$ cat config.mk
export PLATFORM = sky130hd
export DESIGN_NAME = prcm_ctrl
export DESIGN_NICKNAME = d
export VERILOG_FILES = /design/src/design/product_rule_cluster_merge_assert.svh /design/src/design/prcm_pkg.sv /design/src/design/prcm_ctrl.sv
export SDC_FILE = /design/constraint.sdc
export NUM_CORES = 1
export LEC_CHECK = 0
export BUFFER_PORTS_ARGS = -buffer_cell sky130_fd_sc_hd__buf_2
export CORE_AREA = 2 2 42 44
export DETAILED_ROUTE_END_ITERATION = 12
export DIE_AREA = 0 0 44 46
export PLACE_DENSITY_LB_ADDON = 0.15
export SYNTH_ARGS = -nofsm -noshare
export SYNTH_HDL_FRONTEND = slang
export SYNTH_SLANG_ARGS = --single-unit
$ cat constraint.sdc
create_clock -name i_clk -period 1.3 [get_ports i_clk]
set_input_delay 0.195 -clock i_clk [delete_from_list [all_inputs] [get_ports i_clk]]
set_output_delay 0.195 -clock i_clk [all_outputs]
set_load 0.02 [all_outputs]
$ cat src/design/product_rule_cluster_merge_assert.svh
// Assertion macros for the product rule cluster merge block
`ifndef PRODUCT_RULE_CLUSTER_MERGE_ASSERT_SVH
`define PRODUCT_RULE_CLUSTER_MERGE_ASSERT_SVH

// antecedent implies consequent in the same cycle
`define PRCM_ASSERT_NOW(label, clk, rst_n, ante, cons) \
    label: assert property (@(posedge clk) disable iff (!rst_n) (ante) |-> (cons)) \
        else $error("prcm assertion failed");

// antecedent implies consequent in the next cycle
`define PRCM_ASSERT_NEXT(label, clk, rst_n, ante, cons) \
    label: assert property (@(posedge clk) disable iff (!rst_n) (ante) |=> (cons)) \
        else $error("prcm assertion failed");

`endif

$ cat src/design/prcm_pkg.sv
// Shared constants, types and codes for the product rule cluster merge block
package prcm_pkg;
    localparam int MAX_NODES      = 4096;
    localparam int NODE_W         = $clog2(MAX_NODES);
    localparam int SIZE_W         = 13;
    localparam int PROD_W         = 25;
    localparam int CUBE_W         = 37;
    localparam int MAX_CANDIDATES = 16;
    localparam int POS_W          = 4;
    localparam int IN_DATA_W      = 24;
    localparam int OUT_DATA_W     = 112;

    typedef enum logic [4:0] {
        S_CLR_INIT, S_CLR, S_IDLE, S_DISPATCH, S_LINK_A, S_HOP_A, S_LINK_B, S_HOP_B,
        S_SZ_A, S_SZ_B, S_SZ_C, S_MUL, S_CMP, S_COUNT, S_MERGE, S_MOMENT,
        S_BIG_SQ, S_BIG_CU, S_EMIT
    } t_state;

    typedef enum logic [4:0] {
        OP_NONE, OP_CLR_INIT, OP_CLR_STEP, OP_LOAD, OP_HOP_A, OP_HOP_B,
        OP_SZ_A, OP_SZ_B, OP_SZ_C, OP_MUL, OP_CMP, OP_COUNT, OP_MERGE,
        OP_MOMENT, OP_BIG_SQ, OP_BIG_CU, OP_EMIT
    } t_op;

    typedef struct packed {
        t_op op;
    } t_cmd;

    typedef struct packed {
        logic clr_done;
        logic at_root;
        logic restart;
        logic eligible;
        logic last;
        logic out_free;
    } t_status;
endpackage

$ cat src/design/prcm_ctrl.sv
// Sequencer for clearing, root walks, selection and merge
module prcm_ctrl (
    input  logic              i_clk,
    input  logic              i_rst_n,
    input  logic              i_cfg_wen,
    input  logic              i_accept,
    input  prcm_pkg::t_status i_status,
    output prcm_pkg::t_cmd    o_cmd,
    output logic              o_ready
);
    import prcm_pkg::*;

    t_state r_state, n_state;

    always_ff @(posedge i_clk) begin
        if (!i_rst_n) begin
            r_state <= S_CLR_INIT;
        end else begin
            r_state <= n_state;
        end
    end

    always_comb begin
        n_state  = r_state;
        o_cmd.op = OP_NONE;
        o_ready  = 1'b0;
        case (r_state)
            S_CLR_INIT: begin
                o_cmd.op = OP_CLR_INIT;
                n_state  = S_CLR;
            end
            S_CLR: begin
                o_cmd.op = OP_CLR_STEP;
                if (i_status.clr_done) n_state = S_IDLE;
            end
            S_IDLE: begin
                o_ready = 1'b1;
                if (i_accept) begin
                    o_cmd.op = OP_LOAD;
                    n_state  = S_DISPATCH;
                end
            end
            S_DISPATCH: begin
                if (i_status.restart) n_state = S_CLR_INIT;
                else if (i_status.eligible) n_state = S_HOP_A;
                else n_state = S_COUNT;
            end
            S_LINK_A: n_state = S_HOP_A;
            S_HOP_A: begin
                o_cmd.op = OP_HOP_A;
                n_state  = i_status.at_root ? S_LINK_B : S_LINK_A;
            end
            S_LINK_B: n_state = S_HOP_B;
            S_HOP_B: begin
                o_cmd.op = OP_HOP_B;
                n_state  = i_status.at_root ? S_SZ_A : S_LINK_B;
            end
            S_SZ_A: begin
                o_cmd.op = OP_SZ_A;
                n_state  = S_SZ_B;
            end
            S_SZ_B: begin
                o_cmd.op = OP_SZ_B;
                n_state  = S_SZ_C;
            end
            S_SZ_C: begin
                o_cmd.op = OP_SZ_C;
                n_state  = S_MUL;
            end
            S_MUL: begin
                o_cmd.op = OP_MUL;
                n_state  = S_CMP;
            end
            S_CMP: begin
                o_cmd.op = OP_CMP;
                n_state  = S_COUNT;
            end
            S_COUNT: begin
                o_cmd.op = OP_COUNT;
                n_state  = i_status.last ? S_MERGE : S_IDLE;
            end
            S_MERGE: begin
                o_cmd.op = OP_MERGE;
                n_state  = S_MOMENT;
            end
            S_MOMENT: begin
                o_cmd.op = OP_MOMENT;
                n_state  = S_BIG_SQ;
            end
            S_BIG_SQ: begin
                o_cmd.op = OP_BIG_SQ;
                n_state  = S_BIG_CU;
            end
            S_BIG_CU: begin
                o_cmd.op = OP_BIG_CU;
                n_state  = S_EMIT;
            end
            S_EMIT: begin
                // hold until the output register is free
                if (i_status.out_free) begin
                    o_cmd.op = OP_EMIT;
                    n_state  = S_IDLE;
                end
            end
            default: n_state = S_CLR_INIT;
        endcase
        // a register write clears all clusters
        if (i_cfg_wen) n_state = S_CLR_INIT;
    end
endmodule

# After elaboration in Yosys (flattened, before gate mapping)
# Cells that the tools add are included.
# Widths: inputs -> output; s select.
word_totals:
  register_bits: 5
  inputBits: 10
  output_inout_bits: 6
  elab_cells: 39
op_classes:
  n_eq_ne: 21
  mux: 13
  bitwise_logic: 1
  reduce_logical: 3
ops:
  columns: ["operator", "n"]
  rows:
  - ["$pmux 5 s19", 1]
  - ["$pmux 5 s16", 1]
  - ["$eq 5x4->1 const B", 8]
  - ["$eq 5x3->1 const B", 4]
  - ["$mux 5", 4]
  - ["$mux 4", 4]
  - ["$eq 5x5->1 const B", 3]
  - ["$eq 5x2->1 const B", 2]
  - ["$ne 2x2->1 const B", 3]
  - ["$eq 5x1->1 const B", 1]
  - ["$logic_not 5->1", 1]
  - ["$mux 2", 2]
  - ["$reduce_and 3->1", 1]
  - ["$reduce_or 2->1", 1]
  - ["$mux 1", 1]
  - ["$not 1->1", 1]

# Longest topological paths before layout
depth:
  ltp_word: 3
  depth_mapped: 6
  mapped_depth_nobuf: 4

# Least setup slack after synthesis
# OpenSTA, ideal clock, no wires.
synth_timing:
  kind: "register to output"
  from: "reg r_state[0]"
  to: "out o_cmd[1] (netlist bit)"
  t_arrival_ns: 1.254
  t_required_ns: 1.105
  path_slack_ns: -0.149
  path_stages_with_launch: 5
  n_path_buf: 1
  path_cell_list: "dfxtp_1 > buf_4 > nand2b_4 > o32a_1 > o22ai_1"
synth_rtl:
  columns: ["item", "line_no", "rtl"]
  rows:
  - ["from (decl)", "prcm_ctrl.sv:13", "t_state r_state, n_state;"]
  - ["from (signal assigned)", "prcm_ctrl.sv:19", "r_state <= n_state;"]
  - ["to (decl)", "prcm_ctrl.sv:8", "output prcm_pkg::t_cmd o_cmd,"]

==> impl_metrics.env <==
export IMPL_post_drt_wl_per_cell_um=14.5
export IMPL_status="complete, but fails checks"
export IMPL_number_of_stages_on_the_worst_hold_path=3
export IMPL_total_congestion_overflow_after_global_routing=0
export IMPL_post_route_min_period_ps=1520
export IMPL_critical_path_top_delay_family="compound AO/OA/AOI/OAI gates"
export IMPL_p_sw_share_pct=29.0
export IMPL_worstPathCellList="nand2b_4 > o32a_1 > o22ai_2 > buf_6"
export IMPL_detail_route_antenna_nets=0
export IMPL_ios=16
export IMPL_async_flop_share_pct=0
export IMPL_detailedPlacementHpwl_mm=1.32
export IMPL_finClkSkew_ps=3.37
export IMPL_cp_depth=4
export IMPL_synthesis_instances=79
export IMPL_failed_checks="setup timing"
export IMPL_total_leakage_power_nw=0.428
export IMPL_place_congestion=0.785
export IMPL_timing_critical_path_slowest_cell_delay_ps=350
export IMPL_clkTransAtPathRegs_ps=40
export IMPL_die_h_um=46
export IMPL_registers_top_by_ff_count="r_state"
export IMPL_largest_net_degree_at_the_start_of_global_routing=11
export IMPL_fin_util_pct=63.4
export IMPL_drt_first_pass_iters=4
export IMPL_antenna_found_initial=0
export IMPL_final_seq_area_um2=114
export IMPL_cts_inserted_buffers=3
export IMPL_maximum_capacitance_violations=0
export IMPL_critical_path_startpoint_type="flip-flop"
export IMPL_power_switching_uw=148
export IMPL_finalNetCount=128
export IMPL_synth_seq_area_share_pct=17.3
export IMPL_critical_path_buf_inv_count=1
export IMPL_comb_power_share_pct=34.5
export IMPL_power_total_uw=510
export IMPL_ant_cells=0
export IMPL_crit_path_end_kind="output port"
export IMPL_insertion_delay_ps=240
export IMPL_dominantRegCellSynth="dfxtp_1"
export IMPL_detailroute_via_count=756
export IMPL_timing_max_transition_violations_final=0
export IMPL_synth_warning_count=0
export IMPL_final_period_utilization_pct=117
export IMPL_clock_tree_buffer_depth=2
export IMPL_final_layout_size_suffix_gt1_share_pct=58.1
export IMPL_pwr_density_cell_mw_per_mm2=498
export IMPL_ys_ff_latch=5
export IMPL_irDropWorstVdd_uv=446
export IMPL_cts_tree="done"
export IMPL_h_tree_depth=1
export IMPL_die_area_mm2=0.00202
export IMPL_number_of_buffers_added_on_ports=15
export IMPL_clockPowerShare_pct=34.1
export IMPL_tightestPinTransition_ps=342
export IMPL_drcViolationCount=0
export IMPL_cpMaxStageDelayCell="dfxtp_4"
export IMPL_routed_wirelength_mm=1.95
export IMPL_clockRootBuffer="clkbuf_4"
export IMPL_worst_r2r_path_depth=5
export IMPL_max_slew_margin_rel_pct=77.1
export IMPL_rows=15
export IMPL_final_setup_tns_ps=-894
export IMPL_final_cell_count_no_fill=134
export IMPL_worst_hold_path_type="in -> reg"
export IMPL_detail_route_vias_per_cell=5.64
export IMPL_hold_viol_final=0
export IMPL_wire_length_of_the_first_global_routing_pass_mm=2.91
export IMPL_post_synth_num_cell_types=34
export IMPL_timing_critical_path_fanout_max=4
export IMPL_worst_endpoint_required_ps=1110
export IMPL_seq_power_share_pct=31.4
export IMPL_fmax_mhz=658
export IMPL_multiInputGateArea_um2=500
export IMPL_floorplan_initialDensity_pct=35.9
export IMPL_die_width_um=44
export IMPL_core_region_area_mm2=0.00161
export IMPL_synth_nets=89
export IMPL_p_int_uw=362
export IMPL_rsz_0062_raised_after_global_routing="yes"
export IMPL_via_count_of_the_first_global_routing_pass=655
export IMPL_synthesis_area_per_instance_um2=7.33
export IMPL_detailedRoute_firstIterationViolations=10
export IMPL_timing_setup_critical_path_class="reg -> out"
export IMPL_gr_usage_all_layers_pct=19.8
export IMPL_worst_path_arrival_ps=1320
export IMPL_layout_filler_cells=145
export IMPL_final_setup_viol_count=6
export IMPL_synth_edff_count=0
export IMPL_syn_to_final_growth_pct=76.7
export IMPL_place_detailed_instances=122
export IMPL_cts_hold_buf=0
export IMPL_post_synth_instance_area_um2=579
export IMPL_reg_top3="r_state x5"
export IMPL_cts_sink_count=5
export IMPL_postLayoutSetupSlackWorst_ps=-219
export IMPL_largest_register_ffs=5
[placed cells by master, fill, tap and decap left out, drive strengths merged]
cell type / n
a31oi: 2
o211ai: 3
dfxtp: 5
a32o: 1
nand3: 4
xor2: 1
nor3: 2
o31ai: 1
inv: 4
nand2: 5
nand4b: 2
o2111a: 1
a21o: 2
o22ai: 2
o221a: 1
o21ai: 4
nor2b: 3
a41oi: 1
o32a: 1
nor2: 8
nor4: 1
and2b: 1
o2bb2ai: 1
a21oi: 7
and3b: 1
o21a: 1
nor3b: 1
buf: 41
clkbuf: 4
nand2b: 6
[logic make-up (layout without fill, tap and decap cells)]
logic type             count (synthesis)  count (layout)  synth area share [%]
buffers and inverters                 11              49                  13.0
flip-flops                             5               5                  17.3
AND/OR/NAND/NOR                       34              34                  35.0
AO/OA/AOI/OAI                         28              28                  33.3
XOR/XNOR                               1               1                  1.51
[layer usage]
layer  vias to the layer above  wire length [um]  track usage, %
met5                         -                 0               0
met4                         0                27            13.3
met3                         4                68            3.17
met2                        19              1020            28.2
met1                       364               826            27.2
li1                        369                 -               -
[worst min-delay path, stage by stage]
cell      delay (ps)
buf_2            100
nand2b_1         100
nor2_1            50
[final cells by class]
class	instances	share of cell area (%)
clock buffers	4	2.57
well taps	17	2.08
multi-input cells	63	48.9
flip-flops and latches	5	11.1
repair buffers	41	33.6
inverters	4	1.71
[path summary, 6_finish.rpt]
| check | slack [ps] | to | from |
|---|---|---|---|
| worst min-delay path | 260 | r_state[3]$_SDFFE_PP0P_ | i_rst_n |
| worst max register to register | 20 | r_state[1]$_SDFFE_PP0P_ | r_state[0]$_SDFFE_PP0P_ |
| worst min register to register | 710 | r_state[4]$_SDFFE_PP0P_ | r_state[4]$_SDFFE_PP0P_ |
| worst max-delay path | -220 | o_cmd[1] | r_state[0]$_SDFFE_PP0P_ |
[cell usage after synthesis (2+ instances only)]
library cell | count | area [um^2]
nand3_1 | 4 | 20.0
a21o_1 | 2 | 15.0
o22ai_1 | 2 | 12.5
nand2_1 | 5 | 18.8
inv_1 | 2 | 7.51
o21ai_0 | 3 | 15.0
nand4b_1 | 2 | 17.5
inv_2 | 2 | 7.51
nand2b_4 | 2 | 27.5
nor2b_1 | 3 | 18.8
a31oi_1 | 2 | 12.5
a21oi_1 | 7 | 35.0
buf_4 | 5 | 37.5
o211ai_1 | 3 | 22.5
dfxtp_1 | 5 | 100
nor2_1 | 8 | 30.0
buf_6 | 2 | 22.5
nand2b_1 | 4 | 25.0
[power by group through the flow]
stage	clock (mW)	sequential (mW)	combinational (mW)
after global placement	0	0.167	0.127
after floorplan	0	0.162	0.0916
after global routing	0.199	0.160	0.189
after CTS	0.186	0.165	0.142
final	0.174	0.160	0.176
after detailed placement	0	0.168	0.128
[timing repair]
item,CTS,global route
endpoints found under the setup margin,7,8
endpoints found under the hold margin,0,0
pin swaps,3,13
resized for setup,17,28
setup buffers,2,6
[stage by stage]
stage	hold WS [ps]	cell area (um^2)	setup WS, ps
floorplan	372	592	-36.4
global placement	508	776	-15.6
detailed placement	514	776	-73.7
CTS	246	872	-214
global route	283	1020	-265
finish	260	1020	-219
Note: power is estimated with default switching activity, not from simulation.
